--- src/design/sixiir_pkg.sv ---
// Shared types and constants for the six-axis IIR low-pass decimator.
// No dependencies; imported by the core.
package sixiir_pkg;

	localparam int AXES       = 6;   // channels per sample beat
	localparam int COEF_W     = 16;  // Q0.16 feedback coefficient
	localparam int COEF_SHIFT = 16;
	localparam int DEC_REG_W  = 9;   // decimation register width
	localparam int APB_DW     = 32;
	localparam int APB_AW     = 3;

	// register select bit (paddr[2])
	localparam logic REG_COEF_A     = 1'b0;
	localparam logic REG_DECIMATION = 1'b1;

	typedef enum logic [2:0] {
		ST_IDLE,
		ST_READ,
		ST_MUL,
		ST_ACC,
		ST_DIV,
		ST_ADV,
		ST_DONE
	} sixiir_state_t;

endpackage

--- src/design/six_axis_iir_lowpass_decimator_core.sv ---
// Six-axis first-order IIR low-pass with a decimating window mean.
// Depends on sixiir_pkg (constants, sequencer state type).
//
// Usage:
//  - Input channel (in_valid / in_stall): one beat carries one six-axis
//    force/torque sample. in_stall is low only while the sequencer is idle.
//  - Output channel (out_valid / out_stall): one beat per completed window,
//    carrying the truncated mean of the filtered samples of that window.
//  - APB port: register 0 (0x0) coef_a, Q0.16 feedback coefficient;
//    register 1 (0x4) decimation, samples per window (0 acts as 1, values
//    above MAX_DECIMATION act as MAX_DECIMATION). Write only while idle.
//  - Per-axis state (previous input, previous output, window sum) lives in
//    one synchronous RAM of AXES entries with a registered read. Axes run
//    one at a time (read, multiply, write back), so accesses never overlap.
//  - Sequence: each axis passes through read, multiply, accumulate and
//    advance. A window-closing beat adds a restoring divider of SUM_W steps
//    per axis (24 at defaults); the result is loaded into the output
//    register from the final state once the last axis is divided.
//  - Reset: coef_a = 0, decimation = 1, window position 1; RAM entries read
//    as zero until their first write-back (per-entry valid flops).
//  - A result waiting under out_stall does not block new samples; only a
//    window-closing beat waits in its final state for the output register.
module six_axis_iir_lowpass_decimator_core
	import sixiir_pkg::*;
#(
	parameter int SAMPLE_BITS    = 16,
	parameter int MAX_DECIMATION = 256
) (
	input  logic                          clk,
	input  logic                          arst_n,
	// sample channel
	input  logic                          in_valid,
	output logic                          in_stall,
	input  logic signed [SAMPLE_BITS-1:0] force_x,
	input  logic signed [SAMPLE_BITS-1:0] force_y,
	input  logic signed [SAMPLE_BITS-1:0] force_z,
	input  logic signed [SAMPLE_BITS-1:0] torque_x,
	input  logic signed [SAMPLE_BITS-1:0] torque_y,
	input  logic signed [SAMPLE_BITS-1:0] torque_z,
	// mean channel
	output logic                          out_valid,
	input  logic                          out_stall,
	output logic signed [SAMPLE_BITS-1:0] mean_force_x,
	output logic signed [SAMPLE_BITS-1:0] mean_force_y,
	output logic signed [SAMPLE_BITS-1:0] mean_force_z,
	output logic signed [SAMPLE_BITS-1:0] mean_torque_x,
	output logic signed [SAMPLE_BITS-1:0] mean_torque_y,
	output logic signed [SAMPLE_BITS-1:0] mean_torque_z,
	// configuration
	input  logic                          psel,
	input  logic                          penable,
	input  logic                          pwrite,
	input  logic [APB_AW-1:0]             paddr,
	input  logic [APB_DW-1:0]             pwdata,
	output logic [APB_DW-1:0]             prdata,
	output logic                          pready
);

	localparam int S      = SAMPLE_BITS;
	localparam int CNT_W  = $clog2(MAX_DECIMATION + 1);
	localparam int CW     = (CNT_W > DEC_REG_W) ? CNT_W : DEC_REG_W;
	localparam int SUM_W  = S + $clog2(MAX_DECIMATION);
	localparam int PW     = S + COEF_W + 2;          // filter product width
	localparam int ENT_W  = 2 * S + SUM_W;           // {x_prev, y_prev, sum}
	localparam int AX_W   = (AXES > 1) ? $clog2(AXES) : 1;
	localparam int STP_W  = $clog2(SUM_W);

	localparam logic [AX_W-1:0]  AX_LAST  = AX_W'(AXES - 1);
	localparam logic [STP_W-1:0] STP_LAST = STP_W'(SUM_W - 1);
	localparam logic [CW-1:0]    DEC_MAX  = CW'(MAX_DECIMATION);
	localparam logic [SUM_W-1:0] POS_LIM  = {{(SUM_W - S + 1){1'b0}}, {(S - 1){1'b1}}};
	localparam logic [SUM_W-1:0] NEG_LIM  = POS_LIM + SUM_W'(1);

	// ---------------------------------------------------------------
	// Configuration registers (APB, zero wait states)
	// ---------------------------------------------------------------
	logic [COEF_W-1:0]    coef_a_q;
	logic [DEC_REG_W-1:0] decimation_q;
	logic                 cfg_wr;

	assign pready = 1'b1;
	assign cfg_wr = psel & penable & pwrite;

	always_ff @(posedge clk or negedge arst_n) begin
		if (!arst_n) begin
			coef_a_q     <= '0;
			decimation_q <= DEC_REG_W'(1);
		end else if (cfg_wr) begin
			unique case (paddr[2])
				REG_COEF_A:     coef_a_q     <= pwdata[COEF_W-1:0];
				REG_DECIMATION: decimation_q <= pwdata[DEC_REG_W-1:0];
				default: ;
			endcase
		end
	end

	always_comb begin
		unique case (paddr[2])
			REG_COEF_A:     prdata = {{(APB_DW - COEF_W){1'b0}}, coef_a_q};
			REG_DECIMATION: prdata = {{(APB_DW - DEC_REG_W){1'b0}}, decimation_q};
			default:        prdata = '0;
		endcase
	end

	// effective window length: zero acts as one, clip at the maximum
	logic [CW-1:0]    dec_wide;
	logic [CNT_W-1:0] dec_eff;

	always_comb begin
		dec_wide = CW'(decimation_q);
		if (dec_wide == '0)
			dec_eff = CNT_W'(1);
		else if (dec_wide > DEC_MAX)
			dec_eff = DEC_MAX[CNT_W-1:0];
		else
			dec_eff = dec_wide[CNT_W-1:0];
	end

	// ---------------------------------------------------------------
	// Sequencer
	// ---------------------------------------------------------------
	sixiir_state_t state_q, state_d;

	logic              in_acc;
	logic              out_free;
	logic              rd_en, wr_en, div_load, div_step, res_load;
	logic [AX_W-1:0]   axis_q;
	logic [STP_W-1:0]  step_q;
	logic [CNT_W-1:0]  cnt_q;
	logic              emit_q;

	assign in_acc   = in_valid & ~in_stall;
	assign out_free = ~out_valid | ~out_stall;

	always_comb begin
		state_d = state_q;
		unique case (state_q)
			ST_IDLE: if (in_valid) state_d = ST_READ;
			ST_READ: state_d = ST_MUL;
			ST_MUL:  state_d = ST_ACC;
			ST_ACC:  state_d = emit_q ? ST_DIV : ST_ADV;
			ST_DIV:  if (step_q == STP_LAST) state_d = ST_ADV;
			ST_ADV: begin
				if (axis_q != AX_LAST)
					state_d = ST_READ;
				else
					state_d = emit_q ? ST_DONE : ST_IDLE;
			end
			ST_DONE: if (out_free) state_d = ST_IDLE;
			default: state_d = ST_IDLE;
		endcase
	end

	always_comb begin
		in_stall = 1'b1;
		rd_en    = 1'b0;
		wr_en    = 1'b0;
		div_load = 1'b0;
		div_step = 1'b0;
		res_load = 1'b0;
		unique case (state_q)
			ST_IDLE: in_stall = 1'b0;
			ST_READ: rd_en    = 1'b1;
			ST_ACC: begin
				wr_en    = 1'b1;
				div_load = 1'b1;
			end
			ST_DIV:  div_step = 1'b1;
			ST_DONE: res_load = out_free;
			default: ;
		endcase
	end

	always_ff @(posedge clk or negedge arst_n) begin
		if (!arst_n) begin
			state_q <= ST_IDLE;
			axis_q  <= '0;
			cnt_q   <= CNT_W'(1);
			emit_q  <= 1'b0;
		end else begin
			state_q <= state_d;
			if (in_acc) begin
				axis_q <= '0;
				// window closes when the position reaches the length
				if (cnt_q >= dec_eff) begin
					emit_q <= 1'b1;
					cnt_q  <= CNT_W'(1);
				end else begin
					emit_q <= 1'b0;
					cnt_q  <= cnt_q + CNT_W'(1);
				end
			end else if (state_q == ST_ADV && axis_q != AX_LAST) begin
				axis_q <= axis_q + AX_W'(1);
			end
		end
	end

	// sample beat captured whole; axes are consumed one per pass
	logic [S-1:0] in_q [AXES];

	always_ff @(posedge clk) begin
		if (in_acc) begin
			in_q[0] <= force_x;
			in_q[1] <= force_y;
			in_q[2] <= force_z;
			in_q[3] <= torque_x;
			in_q[4] <= torque_y;
			in_q[5] <= torque_z;
		end
	end

	// ---------------------------------------------------------------
	// Per-axis state RAM, registered read
	// ---------------------------------------------------------------
	logic [ENT_W-1:0] mem [AXES];
	logic [AXES-1:0]  vld_q;
	logic [ENT_W-1:0] rd_s1;
	logic             rd_vld_s1;
	logic [ENT_W-1:0] wr_data;

	always_ff @(posedge clk) begin
		if (wr_en)
			mem[axis_q] <= wr_data;
		if (rd_en)
			rd_s1 <= mem[axis_q];
	end

	// entries read as zero until first written back
	always_ff @(posedge clk or negedge arst_n) begin
		if (!arst_n) begin
			vld_q     <= '0;
			rd_vld_s1 <= 1'b0;
		end else begin
			if (wr_en)
				vld_q[axis_q] <= 1'b1;
			if (rd_en)
				rd_vld_s1 <= vld_q[axis_q];
		end
	end

	logic [S-1:0]     x_prev, y_prev;
	logic [SUM_W-1:0] sum_prev;

	assign x_prev   = rd_vld_s1 ? rd_s1[ENT_W-1 -: S]       : '0;
	assign y_prev   = rd_vld_s1 ? rd_s1[SUM_W + S - 1 -: S] : '0;
	assign sum_prev = rd_vld_s1 ? rd_s1[SUM_W-1:0]          : '0;

	// ---------------------------------------------------------------
	// Filter: y = floor((b*x_prev + a*y_prev) / 2^16), b = 2^16 - a
	// ---------------------------------------------------------------
	logic [COEF_W:0]        coef_b;
	logic signed [PW-1:0]   b_x, a_x, xp_x, yp_x;
	logic signed [PW-1:0]   pb_s2, pa_s2;

	assign coef_b = {1'b1, {COEF_W{1'b0}}} - {1'b0, coef_a_q};
	assign b_x    = {{(PW - COEF_W - 1){1'b0}}, coef_b};
	assign a_x    = {{(PW - COEF_W){1'b0}}, coef_a_q};
	assign xp_x   = {{(PW - S){x_prev[S-1]}}, x_prev};
	assign yp_x   = {{(PW - S){y_prev[S-1]}}, y_prev};

	always_ff @(posedge clk) begin
		if (state_q == ST_MUL) begin
			pb_s2 <= b_x * xp_x;
			pa_s2 <= a_x * yp_x;
		end
	end

	logic signed [PW-1:0] t_sum;
	logic [S-1:0]         y_new;
	logic [SUM_W-1:0]     sum_new;
	logic                 sum_neg;
	logic [SUM_W-1:0]     sum_mag;

	assign t_sum   = pb_s2 + pa_s2;
	assign y_new   = t_sum[COEF_SHIFT + S - 1 -: S];   // arithmetic floor
	assign sum_new = sum_prev + {{(SUM_W - S){y_new[S-1]}}, y_new};
	assign sum_neg = sum_new[SUM_W-1];
	assign sum_mag = sum_neg ? (~sum_new + SUM_W'(1)) : sum_new;

	// closing beat clears the sum; the divider keeps its own copy
	assign wr_data = {in_q[axis_q], y_new, emit_q ? {SUM_W{1'b0}} : sum_new};

	// ---------------------------------------------------------------
	// Restoring divider, one quotient bit per cycle, truncates to zero
	// ---------------------------------------------------------------
	logic [SUM_W-1:0] dq_q;
	logic [CNT_W-1:0] rem_q;
	logic             neg_q;
	logic [CNT_W:0]   rem_sh, rem_sub;
	logic             q_bit;
	logic [SUM_W-1:0] q_fin, q_clip;
	logic [S-1:0]     q_res;

	assign rem_sh  = {rem_q, dq_q[SUM_W-1]};
	assign rem_sub = rem_sh - {1'b0, dec_eff};
	assign q_bit   = (rem_sh >= {1'b0, dec_eff});
	assign q_fin   = {dq_q[SUM_W-2:0], q_bit};

	always_comb begin
		if (neg_q)
			q_clip = (q_fin > NEG_LIM) ? NEG_LIM : q_fin;
		else
			q_clip = (q_fin > POS_LIM) ? POS_LIM : q_fin;
		q_res = neg_q ? (~q_clip[S-1:0] + S'(1)) : q_clip[S-1:0];
	end

	always_ff @(posedge clk or negedge arst_n) begin
		if (!arst_n) begin
			step_q <= '0;
		end else if (div_load) begin
			step_q <= '0;
		end else if (div_step) begin
			step_q <= step_q + STP_W'(1);
		end
	end

	always_ff @(posedge clk) begin
		if (div_load) begin
			dq_q  <= sum_mag;
			neg_q <= sum_neg;
			rem_q <= '0;
		end else if (div_step) begin
			dq_q  <= q_fin;
			rem_q <= q_bit ? rem_sub[CNT_W-1:0] : rem_sh[CNT_W-1:0];
		end
	end

	// per-axis quotients, then handed to the output register
	logic [S-1:0] res_q [AXES];
	logic [S-1:0] out_q [AXES];
	logic         out_valid_q;

	always_ff @(posedge clk) begin
		if (div_step && step_q == STP_LAST)
			res_q[axis_q] <= q_res;
		if (res_load)
			out_q <= res_q;
	end

	always_ff @(posedge clk or negedge arst_n) begin
		if (!arst_n)
			out_valid_q <= 1'b0;
		else if (res_load)
			out_valid_q <= 1'b1;
		else if (!out_stall)
			out_valid_q <= 1'b0;
	end

	assign out_valid     = out_valid_q;
	assign mean_force_x  = out_q[0];
	assign mean_force_y  = out_q[1];
	assign mean_force_z  = out_q[2];
	assign mean_torque_x = out_q[3];
	assign mean_torque_y = out_q[4];
	assign mean_torque_z = out_q[5];

	// ---------------------------------------------------------------
	// Checks
	// ---------------------------------------------------------------
`ifndef SYNTHESIS
	a_cnt_range: assert property (@(posedge clk) disable iff (!arst_n)
		(cnt_q >= CNT_W'(1)) && (cnt_q <= CNT_W'(MAX_DECIMATION)))
		else $error("window position out of range");

	a_div_only_on_close: assert property (@(posedge clk) disable iff (!arst_n)
		(state_q == ST_DIV) |-> emit_q)
		else $error("divider running on a non-closing beat");

	a_accept_starts_axis0: assert property (@(posedge clk) disable iff (!arst_n)
		in_acc |=> (state_q == ST_READ) && (axis_q == '0))
		else $error("accepted beat did not start at the first axis");

	a_result_from_done: assert property (@(posedge clk) disable iff (!arst_n)
		$rose(out_valid_q) |-> ($past(state_q) == ST_DONE))
		else $error("result raised outside the final state");
`endif

endmodule

--- config.mk ---
export PLATFORM = sky130hd
export DESIGN_NAME = six_axis_iir_lowpass_decimator_core
export DESIGN_NICKNAME = d
export VERILOG_FILES = /design/src/design/sixiir_pkg.sv /design/src/design/six_axis_iir_lowpass_decimator_core.sv
export SDC_FILE = /design/constraint.sdc
export NUM_CORES = 2
export LEC_CHECK = 0
export BUFFER_PORTS_ARGS = -buffer_cell sky130_fd_sc_hd__buf_4
export CAP_MARGIN = 20
export CORE_ASPECT_RATIO = 1.5
export CORE_UTILIZATION = 55
export CTS_BUF_LIST = sky130_fd_sc_hd__clkbuf_8
export DETAILED_ROUTE_END_ITERATION = 7
export HOLD_SLACK_MARGIN = 0.06
export PLACE_DENSITY = 0.72
export SETUP_SLACK_MARGIN = 0.05
export SYNTH_ARGS = -nofsm -noshare
export SYNTH_HDL_FRONTEND = slang
export SYNTH_SLANG_ARGS = --single-unit
--- constraint.sdc ---
create_clock -name clk -period 11.7 [get_ports clk]
set_clock_uncertainty 0.2 [all_clocks]
set_input_delay 0 -clock clk [delete_from_list [all_inputs] [get_ports clk]]
set_output_delay 0 -clock clk [all_outputs]
set_load 0.02 [all_outputs]
==> results.cfg <==
[final_layout]
area_delta_synth_final_pct = 15.1
mostFrequentLayoutCells = 769 x edfxtp_1, 582 x inv_1, 404 x fa_1
nFillCells = 6960
layoutNonFillerInstCount = 6077
final_common_cell = edfxtp_1
drive_above_1_share_pct = 13.0
nNetsFinal = 5584

[timing]
tns_ns = 0
final-max-slew-violation-count = 0
period_needed_ns = 9.54
rsz0062_at_grt = no
relSlewSlack_pct = 21.3
fin_crit_sh_pct = 81.5
worst_pin_slew_ns = 1.18
fmax_ghz = 0.105
finalSetupViolations = 0
finalHoldViolCount = 0
layout_setup_ws_ns = 2.16

[logic_synthesis]
synth_warnings = 0
syn_area_um2 = 52100
synth_ff_type = edfxtp_1
yosys-top-cells-area = edfxtp_1 44%, fa_1 16%, ha_1 7.4%
synthArstFlopShare_pct = 6.49
synth_area_per_cell_um2 = 12.2
synth_cells = 4266
synth_largest_area_cell = edfxtp_1
ys_seq_area_share_pct = 47.3
synth_edf_count = 769
ys_seq_elements = 832
synth_top_area_share_pct = 44.3
synth_cell_type_count = 99

[global_routing]
grtUsageTotal_pct = 27.8
grt_pass1_vias = 36100
grt_pass1_wl_um = 200000
grt_max_degree = 91
gr-total-overflow = 0
antenna_found_initial = 3

[floorplan]
ios = 269
row_count = 137
die_y_um = 379
die_x_um = 253
core_region_area_um2 = 93400
initial_core_util_pct = 55.7
die_area_um2 = 95900

[setup_path]
worstSetupStartpointType = register
cp_data_arrival_time_ns = 9.86
path_class = reg2reg
required_ns = 12.02
slowest_delay_ns = 0.83
crit_path_end_kind = register
crit_slowest_cell = xor2_1
crit_family = adder cells
crit_buf_inv = 5
critPathMaxFanout = 14
cp_common_cell = fa_1

[clock_network]
cts_tree = done
cts_inserted_buffers = 119
root_buffer = clkbuf_8
htreeDepth = 3
clkTransAtPathRegs_ns = 0.07
clock_sinks = 832
clockBufferDepth = 3
ctsResizeCount = 0
insertion_delay_ns = 0.87

[routing]
drt_first_pass_iters = 7
via_per_inst = 5.66
vias = 34400
drc_errors = 0
wl_per_cell_um = 21.5
ant_nets = 0
drt-initial-drc-count = 2396
drt-total-wl_um = 131000

[placed_design]
gp_congestion = 0.967
io_buffers = 233
dp.cells = 5621
dp_hpwl_um = 88900
dpl_worst_slack_ns = 2.21

[run]
drv_cap = 0

[status]
status = complete, no violations

[hold_path]
hold_path_class = in2async
final timing paths:
path / start / end / slack (ns) / cells past startpoint
max: coef_a_q[0]$_DFFE_PN0P_ / pb_s2[31]$_DFFE_PP_ / 2.16 / 28
min: arst_n / step_q[1]$_DFFE_PN0P_ / 0.15 / 4
max reg2reg: coef_a_q[0]$_DFFE_PN0P_ / pb_s2[31]$_DFFE_PP_ / 2.16 / 28
min reg2reg: res_q[92]$_DFFE_PP_ / mean_force_x[12]$_DFFE_PP_ / 0.21 / 0
max in group asynchronous: arst_n / coef_a_q[5]$_DFFE_PN0P_ / 10.77 / 4
min in group clk: res_q[92]$_DFFE_PP_ / mean_force_x[12]$_DFFE_PP_ / 0.21 / 0
sequential cells by signal (all words and copies together) (netlist names), 3 cells and up:
signal,cells
mem,336
mean_torque_y,16
cnt_q,9
pb_s2,32
mean_force_y,16
vld_q,6
state_q,3
rd_s1,56
axis_q,3
step_q,5
coef_a_q,16
mean_torque_z,16
in_q,96
mean_force_x,16
dec_wide,9
pa_s2,32
mean_torque_x,16
mean_force_z,16
res_q,96
dq_q,24
rem_q,9
metrics by stage:
step,cell area [um2],hold slack (ns),util (%)
after global routing,59900,0.155,64.1
final,59900,0.146,64.1
after floorplan,52100,-0.496,-
after global placement,55100,-0.0567,59.0
after detailed placement,55100,-0.0604,59.0
after CTS,59900,0.0809,64.1
what timing repair did:
item / CTS / global route
buffers inserted: 0 / 0
hold endpoints to repair: 253 / 0
hold buffers: 243 / 0
Yosys cell counts (all sizes together) (14+ instances only):
| cell type | n |
|---|---|
| or3 | 26 |
| inv | 554 |
| nor2b | 27 |
| nand3 | 49 |
| mux2i | 92 |
| xnor2 | 82 |
| nor4 | 16 |
| and3 | 138 |
| ha | 308 |
| nand2 | 381 |
| o21ai | 78 |
| fa | 404 |
| nor2 | 361 |
| nand2b | 20 |
| nor3 | 46 |
| and2 | 61 |
| buf | 44 |
| mux4 | 72 |
| dfrtp | 52 |
| a21o | 44 |
| xor2 | 45 |
| a21oi | 175 |
| or2 | 26 |
| mux2 | 36 |
| nand4 | 19 |
| o21a | 14 |
| clkbuf | 156 |
| edfxtp | 769 |
cell type report:
cell class	count	area, um2	area share [%]
antenna	2	5.00	0.00835
clock buffer	120	1650	2.76
clock inverter	91	712	1.19
inverter	555	2090	3.48
multi-input combinational	2694	24600	41.1
sequential	832	24600	41.1
tap	1251	1570	2.61
timing repair buffer	532	4620	7.71
cells by family after synthesis:
| group | count (synthesis) | share of synthesized area, % |
|---|---|---|
| AOI/OAI and AO/OA | 442 | 5.47 |
| and+or+nand+nor | 1195 | 10.8 |
| muxes | 200 | 5.66 |
| DFF | 832 | 47.3 |
| adders and majority gates | 712 | 22.9 |
| other | 2 | 0.0144 |
| buffers and inverters | 755 | 5.63 |
| xor gates and xnor gates | 128 | 2.23 |
layer usage:
layer  up-vias  wire length (um)  track usage [%]
met5         -                13                0
met4         2              8580             17.7
met3       356              6350             3.42
met2      1135             68600             49.2
met1     17400             47400             31.8
li1      15500                 -                -
tightest hold or removal path, delay by kind of cell:
family	cells	cell delay, ns
buf+inv	4	1.58
Power is left out: the tool's default activity adds up to more than one toggle a clock period on the data nets, which glitch-free logic cannot reach.
